[src/rtl/ruci_pkg.sv]
// ----------------------------------------------------------------------------
// ruci_pkg
// shared constants, face tables and saturation helpers for the ray / unit
// cube intersection pipeline
// ----------------------------------------------------------------------------
`default_nettype none

package ruci_pkg;

    localparam int OW       = 32;   // origin and point width
    localparam int KW       = 18;   // direction width
    localparam int TOLW     = 16;   // zero tolerance width
    localparam int NFACE    = 6;
    localparam int FACEW    = 3;
    localparam int DISTW    = 31;
    localparam int TEXW     = 18;
    localparam int FAR_BITS = 27;   // 100e6 < 2^27
    localparam int PW       = FAR_BITS + KW + 1;   // signed point before saturation

    localparam logic [63:0] FAR_INT = 64'd100000000;

    // configuration register indexes
    localparam logic [0:0] CFG_OBJECT_VISIBLE = 1'b0;
    localparam logic [0:0] CFG_ZERO_TOLERANCE = 1'b1;

    // axis codes
    localparam logic [1:0] AXIS_X = 2'd0;
    localparam logic [1:0] AXIS_Y = 2'd1;
    localparam logic [1:0] AXIS_Z = 2'd2;

    // face codes
    localparam logic [FACEW-1:0] FACE_ZP = 3'd0;
    localparam logic [FACEW-1:0] FACE_ZN = 3'd1;
    localparam logic [FACEW-1:0] FACE_XN = 3'd2;
    localparam logic [FACEW-1:0] FACE_XP = 3'd3;
    localparam logic [FACEW-1:0] FACE_YN = 3'd4;
    localparam logic [FACEW-1:0] FACE_YP = 3'd5;

    typedef struct packed {
        logic signed [OW-1:0] ox;
        logic signed [OW-1:0] oy;
        logic signed [OW-1:0] oz;
        logic signed [KW-1:0] kx;
        logic signed [KW-1:0] ky;
        logic signed [KW-1:0] kz;
        logic [NFACE-1:0]     cand;
    } side_t;

    // axis normal to the face
    function automatic logic [1:0] face_axis(input logic [FACEW-1:0] f);
        logic [1:0] a;
        case (f)
            FACE_ZP, FACE_ZN: a = AXIS_Z;
            FACE_XN, FACE_XP: a = AXIS_X;
            FACE_YN, FACE_YP: a = AXIS_Y;
            default:          a = AXIS_X;
        endcase
        return a;
    endfunction

    // plane at +1 (else -1)
    function automatic logic face_plus(input logic [FACEW-1:0] f);
        logic p;
        case (f)
            FACE_ZP, FACE_XP, FACE_YP: p = 1'b1;
            default:                   p = 1'b0;
        endcase
        return p;
    endfunction

    function automatic logic [1:0] face_uax(input logic [FACEW-1:0] f);
        logic [1:0] a;
        case (f)
            FACE_XN, FACE_XP: a = AXIS_Z;
            default:          a = AXIS_X;
        endcase
        return a;
    endfunction

    function automatic logic [1:0] face_vax(input logic [FACEW-1:0] f);
        logic [1:0] a;
        case (f)
            FACE_YN, FACE_YP: a = AXIS_Z;
            default:          a = AXIS_Y;
        endcase
        return a;
    endfunction

    function automatic logic signed [OW-1:0] sat_ow(input logic signed [PW-1:0] x);
        logic signed [OW-1:0] r;
        if (x > PW'(64'sh7FFFFFFF))
            r = 32'sh7FFFFFFF;
        else if (x < -PW'(64'sh80000000))
            r = 32'sh80000000;
        else
            r = x[OW-1:0];
        return r;
    endfunction

    function automatic logic signed [TEXW-1:0] sat_tex(input logic signed [PW-1:0] x);
        logic signed [TEXW-1:0] r;
        if (x > PW'(64'sd131071))
            r = 18'sh1FFFF;
        else if (x < -PW'(64'sd131072))
            r = 18'sh20000;
        else
            r = x[TEXW-1:0];
        return r;
    endfunction

endpackage

`default_nettype wire

[src/rtl/ruci_div_step.sv]
// ----------------------------------------------------------------------------
// ruci_div_step
// one registered restoring division step, one quotient bit per stage
// ----------------------------------------------------------------------------
`default_nettype none

module ruci_div_step #(
    parameter int DW = 48
) (
    input  wire logic                     clk,
    input  wire logic                     en,
    input  wire logic [DW-1:0]            w_in,     // dividend bits on top, quotient below
    input  wire logic [ruci_pkg::KW-1:0]  rem_in,
    input  wire logic [ruci_pkg::KW-1:0]  den_in,
    output logic      [DW-1:0]            w_out,
    output logic      [ruci_pkg::KW-1:0]  rem_out,
    output logic      [ruci_pkg::KW-1:0]  den_out
);

    logic [ruci_pkg::KW:0]   trial;
    logic                    ge;
    logic [ruci_pkg::KW-1:0] rem_next;
    logic [DW-1:0]           w_next;
    logic [DW-1:0]           w_reg;
    logic [ruci_pkg::KW-1:0] rem_reg;
    logic [ruci_pkg::KW-1:0] den_reg;

    assign trial    = {rem_in, w_in[DW-1]};
    assign ge       = trial >= {1'b0, den_in};
    assign rem_next = ge ? ruci_pkg::KW'(trial - {1'b0, den_in}) : trial[ruci_pkg::KW-1:0];
    assign w_next   = {w_in[DW-2:0], ge};

    always_ff @(posedge clk) begin
        if (en)
        begin
            w_reg   <= w_next;
            rem_reg <= rem_next;
            den_reg <= den_in;
        end
    end

    assign w_out   = w_reg;
    assign rem_out = rem_reg;
    assign den_out = den_reg;

endmodule

`default_nettype wire

[config.mk]
export PLATFORM = sky130hd
export DESIGN_NAME = ruci_div_step
export DESIGN_NICKNAME = d
export VERILOG_FILES = /design/src/rtl/ruci_pkg.sv /design/src/rtl/ruci_div_step.sv
export SDC_FILE = /design/constraint.sdc
export NUM_CORES = 1
export LEC_CHECK = 0
export BUFFER_PORTS_ARGS = -buffer_cell sky130_fd_sc_hd__buf_2
export CAP_MARGIN = 10
export CORE_UTILIZATION = 50
export CTS_CLUSTER_SIZE = 8
export DETAILED_ROUTE_END_ITERATION = 16
export GPL_TIMING_DRIVEN = 0
export PLACE_DENSITY = 0.84
export SETUP_SLACK_MARGIN = 0.5
export SLEW_MARGIN = 0
export SYNTH_ARGS = -nofsm -noshare
export SYNTH_HDL_FRONTEND = slang
export SYNTH_SLANG_ARGS = --single-unit
[constraint.sdc]
create_clock -name clk -period 7.46 [get_ports clk]
set_input_delay 1.492 -clock clk [delete_from_list [all_inputs] [get_ports clk]]
set_output_delay 1.492 -clock clk [all_outputs]
set_load 0.02 [all_outputs]
==> qor.yml <==
drcViolationCount: 0
clk_pin_slew_worst_paths_ps: 100
drtAntennaViolNets: 0
route.vias.total: 2870
rsz0062_at_grt: "no"
dp_hpwl_um: 6880
slew_headroom_pct: 71.6
setup_viol: 0
start_kind: "input pin"
gp_congestion: 0.876
layout_common_cells: "168 x buf_2, 84 x edfxtp_1, 23 x inv_1"
die_area_um2: 8120
crit_fanout: 10
hp-start: "w_in[22]"
synth_top_area_share_pct: 64.9
synth_ff_type: "edfxtp_1"
fin_cells: 551
grt_pass1_vias: 2800
drtIter0Drc: 141
syn_nets: 370
routedWlPerCell_um: 16.3
grt_pass1_wl_um: 14200
synthesis.area_um2: 3880
final_max_slew_viol_count: 0
synth_edf_count: 84
clock_path_buffers: 2
antenna_found_initial: 2
final_layout_size_suffix_gt1_share_pct: 48.1
outcome: "finished clean"
wl_um: 9010
num_rows: 31
die_x_um: 90.1
synth-async-reset-ratio_pct: 0
critPathKind: "in2reg"
dp_cells: 534
cts_made_buffers: 9
cp-end-kind: "register"
io_buffer_count: 169
mostFrequentLayoutCell: "buf_2"
ys_seq_elements: 84
start_util_pct: 52.7
gr-usage-all-layers_pct: 22.7
ys_warn_count: 0
cap_violations: 0
min_period_over_period_pct: 51.3
cts_setup_buffers: 0
cts.sinks: 84
grt_max_degree: 82
synthToLayoutAreaGrowth_pct: 31.1
ys_seq_area_share_pct: 64.9
vias_per_cell: 5.21
hold_depth: 1
holdBufCountCts: 0
p_leak_nw: 2.29
min_period_ps: 3820
cts_tree: "done"
io_pins: 170
syn_avg_cell_area_um2: 14.7
synth_area_leaders: "edfxtp_1 65%, ha_1 5.8%, mux2_2 2.9%, mux2_4 2.3%, inv_1 2.2%"
timing.fmax_mhz: 261
clockRootBuffer: "clkbuf_8"
hold_path.class: "in2reg"
whs_endpoint: "w_out[23]"
ir_drop_uv: 104
nNetsFinal: 551
yosysTopAreaCell: "edfxtp_1"
cts_resized: 0
synthCells: 265
hold_viol_final: 0
power_density_nw_per_um2: 233
fin_tns_setup_ps: 0
die_h_um: 90.1
worstPathRequired_ps: 7560
worstMarginPinSlew_ps: 423
worstPathArrival_ps: 3920
grt.overflow.total: 0
synth_cell_types: 50
drt_pre_antenna_iters: 5
h-tree-depth: 3
coreArea_um2: 7370
[stage by stage]
step	setup slack (ps)	instance area (um^2)	util [%]	hold slack, ps	power [W]
after global placement	3340	4850	65.9	1670	0.000850
final	3640	5090	69.1	1310	0.00118
after detailed placement	3290	4880	66.3	1670	0.000861
after CTS	3660	5090	69.0	1290	0.00119
after global routing	3500	5090	69.0	1280	0.00124
after floorplan	3730	3880	-	1590	0.000762
[worst max-delay path, cell delays in order]
cell	delay, ps
buf_2	110
ha_1	360
a21o_1	230
a31oi_1	350
a211oi_2	180
nor3_2	360
o211a_1	200
buf_6	170
buf_12	160
mux2_4	300
[registers in the layout, summed over array words and instances (netlist names)]
register  count
den_out      18
rem_out      18
w_out        48
[final cells by class]
| cell class | count | area (um^2) |
|---|---|---|
| tap | 99 | 124 |
| clock buffer | 9 | 124 |
| multi-input combinational | 152 | 1210 |
| sequential | 84 | 2520 |
| fill | 537 | 2280 |
| clock inverter | 7 | 80.1 |
| inverter | 23 | 86.3 |
| buffer | 6 | 65.1 |
| timing repair buffer | 170 | 876 |
| antenna | 1 | 2.50 |
[how the worst max path moves through the flow]
| stage | from | to | slack [ps] |
|---|---|---|---|
| 2_1_floorplan | den_in[4] | rem_out[10] | 3730 |
| 3_3_place_gp | rem_in[3] | rem_out[15] | 3340 |
| 3_5_place_dp | den_in[4] | rem_out[14] | 3290 |
| 4_1_cts | den_in[4] | rem_out[14] | 3660 |
| 5_1_grt | den_in[4] | rem_out[14] | 3500 |
| 6_report | rem_in[3] | rem_out[14] | 3640 |
[power breakdown]
part | switching [W] | internal (W) | total, W
clock network | 0.000174 | 0.000160 | 0.000334
registers | 0.0000105 | 0.000572 | 0.000583
logic | 0.000157 | 0.000110 | 0.000267
[layer usage]
layer | wire length, um | GRT usage [%] | vias to the layer above
li1 | - | - | 1366
met5 | 18 | 0 | -
met2 | 4810 | 39.9 | 120
met4 | 59 | 7.53 | 4
met1 | 3480 | 27.3 | 1372
met3 | 645 | 5.67 | 8
[synthesized netlist by cell type, drive strengths merged (4+ instances only)]
master,number
mux2,16
o21ai,7
a21oi,9
buf,5
nor2,14
edfxtp,84
a211oi,4
a31oi,4
a21o,6
inv,23
nand3,6
ha,18
xnor2,7
nand2,16
nor3,5
[logic make-up (layout without fill, tap and decap cells)]
logic type,Yosys count,count (layout),share of synthesized area (%)
multiplexers,19,19,5.99
adder cells (fa/ha/maj),19,19,6.31
XOR/XNOR,10,10,2.26
AND/OR/NAND/NOR,56,56,7.51
other,0,1,0
buffers and inverters,29,215,3.90
AO/OA/AOI/OAI,48,48,9.09
flip-flops,84,84,64.9
Power figures use the tool's default switching activity.
