## src/rtl/ruci_pkg.sv

```systemverilog
// ----------------------------------------------------------------------------
// ruci_pkg
// shared constants, face tables and saturation helpers for the ray / unit
// cube intersection pipeline
// ----------------------------------------------------------------------------
`default_nettype none

package ruci_pkg;

    localparam int OW       = 32;   // origin and point width
    localparam int KW       = 18;   // direction width
    localparam int TOLW     = 16;   // zero tolerance width
    localparam int NFACE    = 6;
    localparam int FACEW    = 3;
    localparam int DISTW    = 31;
    localparam int TEXW     = 18;
    localparam int FAR_BITS = 27;   // 100e6 < 2^27
    localparam int PW       = FAR_BITS + KW + 1;   // signed point before saturation

    localparam logic [63:0] FAR_INT = 64'd100000000;

    // configuration register indexes
    localparam logic [0:0] CFG_OBJECT_VISIBLE = 1'b0;
    localparam logic [0:0] CFG_ZERO_TOLERANCE = 1'b1;

    // axis codes
    localparam logic [1:0] AXIS_X = 2'd0;
    localparam logic [1:0] AXIS_Y = 2'd1;
    localparam logic [1:0] AXIS_Z = 2'd2;

    // face codes
    localparam logic [FACEW-1:0] FACE_ZP = 3'd0;
    localparam logic [FACEW-1:0] FACE_ZN = 3'd1;
    localparam logic [FACEW-1:0] FACE_XN = 3'd2;
    localparam logic [FACEW-1:0] FACE_XP = 3'd3;
    localparam logic [FACEW-1:0] FACE_YN = 3'd4;
    localparam logic [FACEW-1:0] FACE_YP = 3'd5;

    typedef struct packed {
        logic signed [OW-1:0] ox;
        logic signed [OW-1:0] oy;
        logic signed [OW-1:0] oz;
        logic signed [KW-1:0] kx;
        logic signed [KW-1:0] ky;
        logic signed [KW-1:0] kz;
        logic [NFACE-1:0]     cand;
    } side_t;

    // axis normal to the face
    function automatic logic [1:0] face_axis(input logic [FACEW-1:0] f);
        logic [1:0] a;
        case (f)
            FACE_ZP, FACE_ZN: a = AXIS_Z;
            FACE_XN, FACE_XP: a = AXIS_X;
            FACE_YN, FACE_YP: a = AXIS_Y;
            default:          a = AXIS_X;
        endcase
        return a;
    endfunction

    // plane at +1 (else -1)
    function automatic logic face_plus(input logic [FACEW-1:0] f);
        logic p;
        case (f)
            FACE_ZP, FACE_XP, FACE_YP: p = 1'b1;
            default:                   p = 1'b0;
        endcase
        return p;
    endfunction

    function automatic logic [1:0] face_uax(input logic [FACEW-1:0] f);
        logic [1:0] a;
        case (f)
            FACE_XN, FACE_XP: a = AXIS_Z;
            default:          a = AXIS_X;
        endcase
        return a;
    endfunction

    function automatic logic [1:0] face_vax(input logic [FACEW-1:0] f);
        logic [1:0] a;
        case (f)
            FACE_YN, FACE_YP: a = AXIS_Z;
            default:          a = AXIS_Y;
        endcase
        return a;
    endfunction

    function automatic logic signed [OW-1:0] sat_ow(input logic signed [PW-1:0] x);
        logic signed [OW-1:0] r;
        if (x > PW'(64'sh7FFFFFFF))
            r = 32'sh7FFFFFFF;
        else if (x < -PW'(64'sh80000000))
            r = 32'sh80000000;
        else
            r = x[OW-1:0];
        return r;
    endfunction

    function automatic logic signed [TEXW-1:0] sat_tex(input logic signed [PW-1:0] x);
        logic signed [TEXW-1:0] r;
        if (x > PW'(64'sd131071))
            r = 18'sh1FFFF;
        else if (x < -PW'(64'sd131072))
            r = 18'sh20000;
        else
            r = x[TEXW-1:0];
        return r;
    endfunction

endpackage

`default_nettype wire

```

## src/rtl/ruci_mulfix.sv

```systemverilog
// ----------------------------------------------------------------------------
// ruci_mulfix
// origin + (t * k >> frac) with truncated magnitude, three register stages
// ----------------------------------------------------------------------------
`default_nettype none

module ruci_mulfix #(
    parameter int FRAC_BITS = 16,
    parameter int TW        = 43
) (
    input  wire logic                            clk,
    input  wire logic                            en,
    input  wire logic [TW-1:0]                   t,
    input  wire logic signed [ruci_pkg::KW-1:0]  k,
    input  wire logic signed [ruci_pkg::OW-1:0]  o,
    output logic signed [ruci_pkg::PW-1:0]       p
);

    localparam int LW = TW / 2;
    localparam int HW = TW - LW;
    localparam int KW = ruci_pkg::KW;
    localparam int MW = TW + KW - FRAC_BITS;
    localparam int PW = ruci_pkg::PW;

    logic [KW-1:0]               kmag;
    logic [LW+KW-1:0]            pl_reg;
    logic [HW+KW-1:0]            ph_reg;
    logic                        neg1_reg;
    logic signed [ruci_pkg::OW-1:0] o1_reg;
    logic [TW+KW-1:0]            full;
    logic [MW-1:0]               mag_reg;
    logic                        neg2_reg;
    logic signed [ruci_pkg::OW-1:0] o2_reg;
    logic signed [PW-1:0]        smag;
    logic signed [PW-1:0]        p_reg;

    assign kmag = k[KW-1] ? KW'(-k) : k;
    assign full = {ph_reg, {LW{1'b0}}} + (TW+KW)'(pl_reg);
    assign smag = neg2_reg ? -$signed(PW'(mag_reg)) : $signed(PW'(mag_reg));

    always_ff @(posedge clk) begin
        if (en)
        begin
            // partial products
            pl_reg   <= t[LW-1:0] * kmag;
            ph_reg   <= t[TW-1:LW] * kmag;
            neg1_reg <= k[KW-1];
            o1_reg   <= o;
            // sum and scale
            mag_reg  <= MW'(full >> FRAC_BITS);
            neg2_reg <= neg1_reg;
            o2_reg   <= o1_reg;
            // sign and origin
            p_reg    <= PW'(o2_reg) + smag;
        end
    end

    assign p = p_reg;

endmodule

`default_nettype wire

```

## config.mk

```make
export PLATFORM = sky130hd
export DESIGN_NAME = ruci_mulfix
export DESIGN_NICKNAME = d
export VERILOG_FILES = /design/src/rtl/ruci_pkg.sv /design/src/rtl/ruci_mulfix.sv
export SDC_FILE = /design/constraint.sdc
export NUM_CORES = 2
export LEC_CHECK = 0
export BUFFER_PORTS_ARGS = -buffer_cell sky130_fd_sc_hd__buf_2
export CORE_AREA = 2 2 300 213
export CTS_BUF_LIST = sky130_fd_sc_hd__clkbuf_16
export DETAILED_ROUTE_END_ITERATION = 10
export DIE_AREA = 0 0 302 215
export GPL_TIMING_DRIVEN = 0
export PLACE_DENSITY = 0.79
export SKIP_CTS_REPAIR_TIMING = 1
export SKIP_LAST_GASP = 1
export SYNTH_ARGS = -nofsm -noshare
export SYNTH_HDL_FRONTEND = slang
export SYNTH_SLANG_ARGS = --single-unit
```

## constraint.sdc

```tcl
create_clock -name clk -period 7.3 [get_ports clk]
set_clock_uncertainty 0.05 [all_clocks]
set_input_delay 0.73 -clock clk [delete_from_list [all_inputs] [get_ports clk]]
set_output_delay 0.73 -clock clk [all_outputs]
set_load 0.02 [all_outputs]
```

==> results.cfg <==
[synthesis]
synth_edf_count = 220
syn_inst = 3915
ys_ff_latch = 220
syn-num-nets = 4923
avgSynthCellArea_sq_um = 9.30
synth_area_sq_mm = 0.0364
yosysTopAreaCell = fa_1
synth_top_area_share_pct = 34.3
synthFlopType = edfxtp_1
ys_warn_count = 0
synth_cell_type_count = 62
ys_seq_area_share_pct = 18.2
ys_async_sr_fraction_pct = 0
yosys-top-cells-area = fa_1, edfxtp_1, ha_1, inv_1, nand2_1

[run_status]
violations = setup timing
outcome = complete, but fails checks

[die]
design.die.area_sq_mm = 0.0649
die_h_microns = 215
coreArea_sq_mm = 0.0623
std_cell_rows = 77
start_util_pct = 58.4
io_pins = 141
die_x_microns = 302

[drt]
firstDrtPassIters = 6
wl_met3_microns = 14200
drtIter0Drc = 2610
route.vias.total = 28300
viasPerCell = 5.67
post_drt_wl_per_cell_microns = 20.9
dr.max_layer_used = met4
routed_wl_microns = 104000
drc = 0
wl_met2_microns = 43100
met1_length_microns = 43500
final_antenna_net_count = 0

[worst_setup_path]
r2r_slack_ps = 1980
cp-end-kind = flop
crit_path_start_kind = primary input
cp.arrival_ps = 8010
required_ps = 7520
worstSetupPathType = in2reg
ff2ff_path_depth = 18
reg2reg_from = mag_reg[5]
path_max_fanout = 10
r2r-end = p[45]

[sta]
rsz0062_at_grt = yes
period_minus_slack_ps = 7790
setup_viol = 27
worst_pin_slew_ps = 791
fin_crit_sh_pct = 107
fmax_mhz = 128
final_max_slew_viol_count = 0
final_hold_viol_count = 0
slew_headroom_pct = 47.2
worst_slack_ps = -489

[final_layout]
fin_nets = 5133
n_fill_cell = 4780
largest_reg_flops = 46
final_design_area_no_fill_sq_mm = 0.0411
layout.area.seq_sq_mm = 0.00661
layout-drive-gt1-share_pct = 11.8
syn_to_final_growth_pct = 12.9
multi_input_area_sq_mm = 0.0273

[place]
numPortBuffers = 114
place_congestion = 1.01
dp_hpwl_microns = 82200
post_dp_cell_area_sq_mm = 0.0383
place_ws_ps = -2440

[min_path]
whs_path_depth = 1
holdPathEnd = o1_reg[8]
hp-class = in2reg
hp-start = o[8]

[clocking]
clk_latency_ps = 540
clk_pin_slew_ps = 60
cts_buffers = 24
clockRootBuffer = clkbuf_16
cts_tree = yes
clock_path_buffers = 3
numClockSinks = 220
htreeDepth = 1

[grt]
grt_max_degree = 85
grt_use_total_pct = 31.7
grt_pass1_wl_microns = 158000
grt_pass1_vias = 27800
antenna_found_initial = 5
grt-ovfl-total = 0

[run]
drv_cap = 0
## layout by cell type, fill, tap and decap left out, drive strengths merged, types with 25 or more instances in the layout
cell type | Yosys | final
buf | 27 | 245
nand3 | 37 | 37
nor2 | 69 | 69
a21oi | 123 | 123
nor3 | 28 | 28
clkbuf | 152 | 142
ha | 289 | 289
inv | 821 | 826
fa | 624 | 624
nand2 | 642 | 642
xor2 | 36 | 36
a21o | 58 | 58
nand4 | 31 | 31
o21ai | 101 | 101
and2 | 250 | 250
xnor2 | 151 | 151
o31ai | 25 | 25
edfxtp | 220 | 220
## Yosys cell counts (all sizes together) (36+ instances only)
cell type,n
xor2,36
a21o,58
ha,289
a21oi,123
clkbuf,152
fa,624
xnor2,151
edfxtp,220
nand2,642
inv,821
nor2,69
nand3,37
and2,250
o21ai,101
## critical path, stage by stage
cell      delay [ps]
buf_8             90
or4_4            550
nor4_4           290
nand3_2          160
o31a_1           380
xor2_4           280
buf_12           180
buf_4            120
buf_8            160
nand2_1           80
fa_1             490
fa_1             500
inv_1             50
fa_1             520
fa_1             470
fa_1             500
inv_1             60
fa_1             470
inv_1             40
ha_1             390
a21o_1           240
a21oi_2          200
nor2b_4          190
o311ai_2         160
a311oi_2         310
buf_4            190
o21ai_2           60
xor2_1           160
## final cells by class
type	count	area share (%)
clock buffer	24	1.46
sequential	220	16.1
timing repair buffer	194	3.32
clock inverter	20	0.514
multi-input combinational	2695	66.4
buffer	169	2.19
tap	829	2.52
antenna	7	0.0426
inverter	821	7.50
## worst max-delay path by stage
stage | from | end | slack, ps
6_report | k[9] | pl_reg[34] | -490
2_1_floorplan | k[0] | ph_reg[37] | -60
5_1_grt | k[9] | pl_reg[34] | -630
4_1_cts | k[17] | ph_reg[36] | -1900
3_5_place_dp | k[17] | ph_reg[36] | -2440
3_3_place_gp | k[0] | ph_reg[36] | -2260
## stage by stage
stage                     utilization [%]  TNS [ps]  instances  hold slack [ps]
final                                65.9     -7340       4979              320
after global routing                 65.9    -12340       4973              301
after CTS                            62.8    -59490       4904              297
after detailed placement             61.5    -87890       4860              355
after global placement               61.4    -85610       4858              351
after floorplan                         -      -239       3915              350
## cell families after synthesis
logic type,share of synthesized area (%)
AO/OA/AOI/OAI,7.80
flip-flops,18.2
adder cells (fa/ha/maj),44.3
AND/OR/NAND/NOR,14.9
buffers and inverters,10.3
multiplexers,0.0584
XOR/XNOR,4.50
## layer usage
layer | GRT usage (%) | vias up
met2 | 44.3 | 1612
met5 | 0.744 | -
met1 | 46.8 | 13900
li1 | - | 12600
met3 | 11.2 | 180
met4 | 8.09 | 0
Power is not shown: default switching activity piles up to over one toggle a cycle in this logic, so the estimate is an artifact.
