===== src/rtl/ruci_pkg.sv =====
// ----------------------------------------------------------------------------
// ruci_pkg
// shared constants, face tables and saturation helpers for the ray / unit
// cube intersection pipeline
// ----------------------------------------------------------------------------
`default_nettype none

package ruci_pkg;

    localparam int OW       = 32;   // origin and point width
    localparam int KW       = 18;   // direction width
    localparam int TOLW     = 16;   // zero tolerance width
    localparam int NFACE    = 6;
    localparam int FACEW    = 3;
    localparam int DISTW    = 31;
    localparam int TEXW     = 18;
    localparam int FAR_BITS = 27;   // 100e6 < 2^27
    localparam int PW       = FAR_BITS + KW + 1;   // signed point before saturation

    localparam logic [63:0] FAR_INT = 64'd100000000;

    // configuration register indexes
    localparam logic [0:0] CFG_OBJECT_VISIBLE = 1'b0;
    localparam logic [0:0] CFG_ZERO_TOLERANCE = 1'b1;

    // axis codes
    localparam logic [1:0] AXIS_X = 2'd0;
    localparam logic [1:0] AXIS_Y = 2'd1;
    localparam logic [1:0] AXIS_Z = 2'd2;

    // face codes
    localparam logic [FACEW-1:0] FACE_ZP = 3'd0;
    localparam logic [FACEW-1:0] FACE_ZN = 3'd1;
    localparam logic [FACEW-1:0] FACE_XN = 3'd2;
    localparam logic [FACEW-1:0] FACE_XP = 3'd3;
    localparam logic [FACEW-1:0] FACE_YN = 3'd4;
    localparam logic [FACEW-1:0] FACE_YP = 3'd5;

    typedef struct packed {
        logic signed [OW-1:0] ox;
        logic signed [OW-1:0] oy;
        logic signed [OW-1:0] oz;
        logic signed [KW-1:0] kx;
        logic signed [KW-1:0] ky;
        logic signed [KW-1:0] kz;
        logic [NFACE-1:0]     cand;
    } side_t;

    // axis normal to the face
    function automatic logic [1:0] face_axis(input logic [FACEW-1:0] f);
        logic [1:0] a;
        case (f)
            FACE_ZP, FACE_ZN: a = AXIS_Z;
            FACE_XN, FACE_XP: a = AXIS_X;
            FACE_YN, FACE_YP: a = AXIS_Y;
            default:          a = AXIS_X;
        endcase
        return a;
    endfunction

    // plane at +1 (else -1)
    function automatic logic face_plus(input logic [FACEW-1:0] f);
        logic p;
        case (f)
            FACE_ZP, FACE_XP, FACE_YP: p = 1'b1;
            default:                   p = 1'b0;
        endcase
        return p;
    endfunction

    function automatic logic [1:0] face_uax(input logic [FACEW-1:0] f);
        logic [1:0] a;
        case (f)
            FACE_XN, FACE_XP: a = AXIS_Z;
            default:          a = AXIS_X;
        endcase
        return a;
    endfunction

    function automatic logic [1:0] face_vax(input logic [FACEW-1:0] f);
        logic [1:0] a;
        case (f)
            FACE_YN, FACE_YP: a = AXIS_Z;
            default:          a = AXIS_Y;
        endcase
        return a;
    endfunction

    function automatic logic signed [OW-1:0] sat_ow(input logic signed [PW-1:0] x);
        logic signed [OW-1:0] r;
        if (x > PW'(64'sh7FFFFFFF))
            r = 32'sh7FFFFFFF;
        else if (x < -PW'(64'sh80000000))
            r = 32'sh80000000;
        else
            r = x[OW-1:0];
        return r;
    endfunction

    function automatic logic signed [TEXW-1:0] sat_tex(input logic signed [PW-1:0] x);
        logic signed [TEXW-1:0] r;
        if (x > PW'(64'sd131071))
            r = 18'sh1FFFF;
        else if (x < -PW'(64'sd131072))
            r = 18'sh20000;
        else
            r = x[TEXW-1:0];
        return r;
    endfunction

endpackage

`default_nettype wire


===== src/rtl/ruci_select.sv =====
// ----------------------------------------------------------------------------
// ruci_select
// in-face bounds check and nearest-face pick over a registered tree
// ----------------------------------------------------------------------------
`default_nettype none

module ruci_select #(
    parameter int FRAC_BITS = 16,
    parameter int TW        = 43
) (
    input  wire logic                                 clk,
    input  wire logic                                 en,
    input  wire logic [ruci_pkg::NFACE-1:0]           ok,
    input  wire logic [TW-1:0]                        t [0:ruci_pkg::NFACE-1],
    input  wire logic signed [ruci_pkg::PW-1:0]       p [0:ruci_pkg::NFACE-1][0:2],
    output logic                                      sel_ok,
    output logic [ruci_pkg::FACEW-1:0]                sel_face,
    output logic [TW-1:0]                             sel_t,
    output logic signed [ruci_pkg::PW-1:0]            sel_p [0:2]
);

    localparam int PW = ruci_pkg::PW;
    localparam logic signed [PW-1:0] ONE = PW'(1) <<< FRAC_BITS;

    typedef struct packed {
        logic                          ok;
        logic [ruci_pkg::FACEW-1:0]    face;
        logic [TW-1:0]                 t;
        logic signed [PW-1:0]          p0;
        logic signed [PW-1:0]          p1;
        logic signed [PW-1:0]          p2;
    } cand_t;

    function automatic cand_t pick(input cand_t a, input cand_t b);
        cand_t r;
        if (a.ok && (!b.ok || a.t <= b.t))
            r = a;
        else
            r = b;
        return r;
    endfunction

    cand_t c [0:ruci_pkg::NFACE-1];
    cand_t s1_reg [0:2];
    cand_t s2_reg [0:1];
    cand_t s3_reg;

    for (genvar f = 0; f < ruci_pkg::NFACE; f++) begin : g_face
        localparam logic [1:0] UA = ruci_pkg::face_uax(3'(f));
        localparam logic [1:0] VA = ruci_pkg::face_vax(3'(f));
        logic in_u;
        logic in_v;
        assign in_u = (p[f][UA] >= -ONE) && (p[f][UA] <= ONE);
        assign in_v = (p[f][VA] >= -ONE) && (p[f][VA] <= ONE);
        assign c[f] = '{ok: ok[f] && in_u && in_v, face: 3'(f), t: t[f],
                        p0: p[f][0], p1: p[f][1], p2: p[f][2]};
    end

    always_ff @(posedge clk) begin
        if (en)
        begin
            // lower face wins a tie at every level
            s1_reg[0] <= pick(c[0], c[1]);
            s1_reg[1] <= pick(c[2], c[3]);
            s1_reg[2] <= pick(c[4], c[5]);
            s2_reg[0] <= pick(s1_reg[0], s1_reg[1]);
            s2_reg[1] <= s1_reg[2];
            s3_reg    <= pick(s2_reg[0], s2_reg[1]);
        end
    end

    assign sel_ok   = s3_reg.ok;
    assign sel_face = s3_reg.face;
    assign sel_t    = s3_reg.t;
    assign sel_p[0] = s3_reg.p0;
    assign sel_p[1] = s3_reg.p1;
    assign sel_p[2] = s3_reg.p2;

endmodule

`default_nettype wire


===== config.mk =====
export PLATFORM = sky130hd
export DESIGN_NAME = ruci_select
export DESIGN_NICKNAME = d
export VERILOG_FILES = /design/src/rtl/ruci_pkg.sv /design/src/rtl/ruci_select.sv
export SDC_FILE = /design/constraint.sdc
export NUM_CORES = 2
export LEC_CHECK = 0
export BUFFER_PORTS_ARGS = -buffer_cell sky130_fd_sc_hd__buf_2
export CORE_AREA = 2 2 504 506
export DETAILED_ROUTE_END_ITERATION = 6
export DIE_AREA = 0 0 506 508
export PLACE_DENSITY = 0.39
export SYNTH_ARGS = -nofsm -noshare
export SYNTH_HDL_FRONTEND = slang
export SYNTH_SLANG_ARGS = --single-unit

===== constraint.sdc =====
create_clock -name clk -period 10.5 [get_ports clk]
set_input_delay 2.625 -clock clk [delete_from_list [all_inputs] [get_ports clk]]
set_output_delay 2.625 -clock clk [all_outputs]
set_load 0.02 [all_outputs]

==> flow_summary.yaml <==
cells_and_area:
  stdcell_count: 8191
  seqCellArea_um2: 33100
  largest_reg_flops: 549
  final_net_count: 5985
  multi_input_area_um2: 17600
  fillers: 26185
  drive_gt1_frac: 0.489
  syn_to_final_growth_pct: 28.8
logic_synthesis:
  avgSynthCellArea_um2: 15.7
  synth_edf_count: 1101
  synth_flop_cell: "edfxtp_1"
  yosysWarningCount: 0
  synth_area_um2: 52200
  yosysSeqAreaShare: 0.634
  ys_types: 54
  synth_cells: 3334
  synthArstFlopShare: 0
  ys_ff_latch: 1101
  synth.net_count: 4643
detailed_routing:
  drcViolationCount: 0
  vias: 35224
  viasPerCell: 4.30
  antenna_left: 0
  drt-initial-drc-count: 2454
  first_pass_iters: 6
  drt-total-wl_um: 227000
  wl_per_cell_um: 27.7
global_route:
  grt_usage: 0.170
  overflow: 0
  grt_max_degree: 142
  grt_pass1_wl_um: 303000
  first_global_vias: 36077
  antenna_found_initial: 111
flow_run:
  cap_violations: 0
clocking:
  cts_root_buf: "clkbuf_16"
  insertion_delay_ns: 0.78
  postCtsHoldBufs: 0
  cts_tree: "done"
  clockBufferDepth: 3
  clock_sinks: 1101
  cts_max_level: 4
  clk_pin_slew_ns: 0.06
  cts_buffers: 141
  cts_setup_buffers: 0
  ctsResizeCount: 0
die:
  die_h_um: 508
  row_count: 185
  die_area_um2: 257000
  pin_count: 1279
  fp.dieW_um: 506
  start_util: 0.207
  fp.coreArea_um2: 252000
critical_path:
  crit_start: "p[103]"
  criticalPathCategory: "in -> reg"
  critPathLaunchType: "input port"
  cp.required_ns: 11.02
  critPathArrivalTime_ns: 8.13
  worst-path-max-fanout: 40
  end_kind: "flop"
  reg2reg_from: "s2_reg[0][176]"
worst_hold_path:
  hold_start: "s1_reg[0][387]"
  min_path_type: "reg -> reg"
timing:
  grt_setup_unrepaired: "false"
  skew_ns: 0.0409
  drv_slew: 0
  fin_hold_ws_ns: 0.396
  period_share: 0.725
  fin_crit_ns: 7.61
  setup_viol: 0
  worst-slew-pin-transition_ns: 1.30
  slew_headroom: 0.132
  final.setup.tns_ns: 0
  hold_violations: 0
  fmax_mhz: 131
placed_design:
  place.gp.congestion: 0.978
  io_buffer_count: 1278
  post-dp-hpwl_um: 180000
  dp.cells: 7899
pwr:
  leakage_nw: 26.6
  p_per_area_nw_per_um2: 174
  ir_drop_mv: 0.151
run_status:
  status: "completed"
-- report_power, final --
group	switching (mW)	total [mW]	leakage, nW	internal, mW
clock network	2.04	4.79	2.18	2.75
logic	0.815	1.43	13.7	0.616
registers	0.167	5.45	10.8	5.29
-- per-stage QoR --
step	instance area (um^2)	power, mW	worst slack (ns)	utilization
2_1_floorplan	52200	6.13	5.23	-
3_3_place_gp	62600	7.01	1.74	0.248
3_5_place_dp	62600	7.00	1.72	0.248
4_1_cts	67100	11.9	2.60	0.266
5_1_grt	67200	12.1	2.81	0.266
6_report	67200	11.7	2.89	0.266
-- worst paths after layout --
check | endpoint | slack (ns) | cells past startpoint
max reg2reg | sel_p[71] | 5.67 | 9
min | s2_reg[0][202] | 0.40 | 0
min reg2reg | s2_reg[0][202] | 0.40 | 0
max | s1_reg[0][443] | 2.89 | 10
-- Yosys cell counts, drive strengths merged (2+ instances only) --
cell type	count	area share
inv	226	0.016
o311a	2	0.00038
or4	3	0.00043
nand2b	5	0.00060
a221oi	7	0.0012
a41oi	4	0.00067
nand3	76	0.0073
a22o	2	0.00034
nor3	20	0.0019
and4	2	0.00034
o21a	5	0.00072
a21o	21	0.0030
ha	215	0.052
a2111o	2	0.00043
or2	4	0.00048
o22ai	3	0.00036
and3	2	0.00024
edfxtp	1101	0.63
nor2	35	0.0025
o31ai	4	0.00058
nor4	155	0.019
nand4	166	0.020
clkbuf	32	0.0023
a211o	6	0.0010
o21ai	40	0.0038
a21oi	80	0.0077
o21bai	3	0.00043
a221o	5	0.00096
buf	92	0.012
mux2	849	0.20
nor2b	12	0.0014
a211oi	15	0.0022
nand2	122	0.0088
o211ai	5	0.00072
-- cells by family (layout without fill, tap and decap cells) --
| group | Yosys count | in the layout | synth area share |
|---|---|---|---|
| AO/OA/AOI/OAI | 213 | 213 | 0.0261 |
| flip-flops | 1101 | 1101 | 0.634 |
| adder cells (fa/ha/maj) | 215 | 215 | 0.0515 |
| AND/OR/NAND/NOR | 606 | 606 | 0.0632 |
| buffers and inverters | 350 | 1798 | 0.0303 |
| multiplexers | 849 | 849 | 0.195 |
| other | 0 | 43 | 0 |
-- cell usage in the layout, fill, tap and decap left out, types with 6 or more instances in the layout --
master     netlist  layout
a211o_1          6       6
a211oi_1        15      15
a21o_1          21      21
a21oi_1         80      80
a221oi_1         7       6
buf_12           0      11
buf_2           56    1277
buf_4           18      34
bufinv_16        0      10
clkbuf_1        32      30
clkbuf_16        0     142
clkinv_1         0      30
clkinv_2         0      18
diode_2          0      43
edfxtp_1      1101    1101
ha_1           215     215
inv_1          226     226
inv_6            0       7
mux2_1          41      41
mux2_2         639     639
mux2_4         169     169
nand2_1        122     122
nand3_1         76      76
nand4_1        166     166
nor2_1          35      35
nor2b_1         12      12
nor3_1          20      20
nor4_1         154     152
o21ai_0         37      35
-- cell type report --
class | count | area share
sequential | 1101 | 0.492
multi-input combinational | 1883 | 0.262
timing repair buffer | 1323 | 0.102
tap | 3366 | 0.0626
clock buffer | 172 | 0.0545
inverter | 226 | 0.0126
clock inverter | 77 | 0.0121
antenna | 43 | 0.00160
-- worst max-delay path: stages --
cell	delay [ns]
buf_2	0.15
nor4_1	0.40
nand4_1	0.66
a211o_1	0.63
a221oi_2	0.80
o21ai_0	0.42
o21ai_4	0.71
buf_4	0.54
buf_4	0.63
mux2_2	0.42
-- layer usage --
layer / vias up / part of all wire / global-route usage
met1: 17501 / 0.40 / 0.206
met4: 68 / 0.030 / 0.0520
met5: - / 0.0017 / 0
met3: 350 / 0.077 / 0.0490
met2: 1427 / 0.49 / 0.292
li1: 15878 / - / -
No activity file was read; power rests on OpenSTA's default activity.
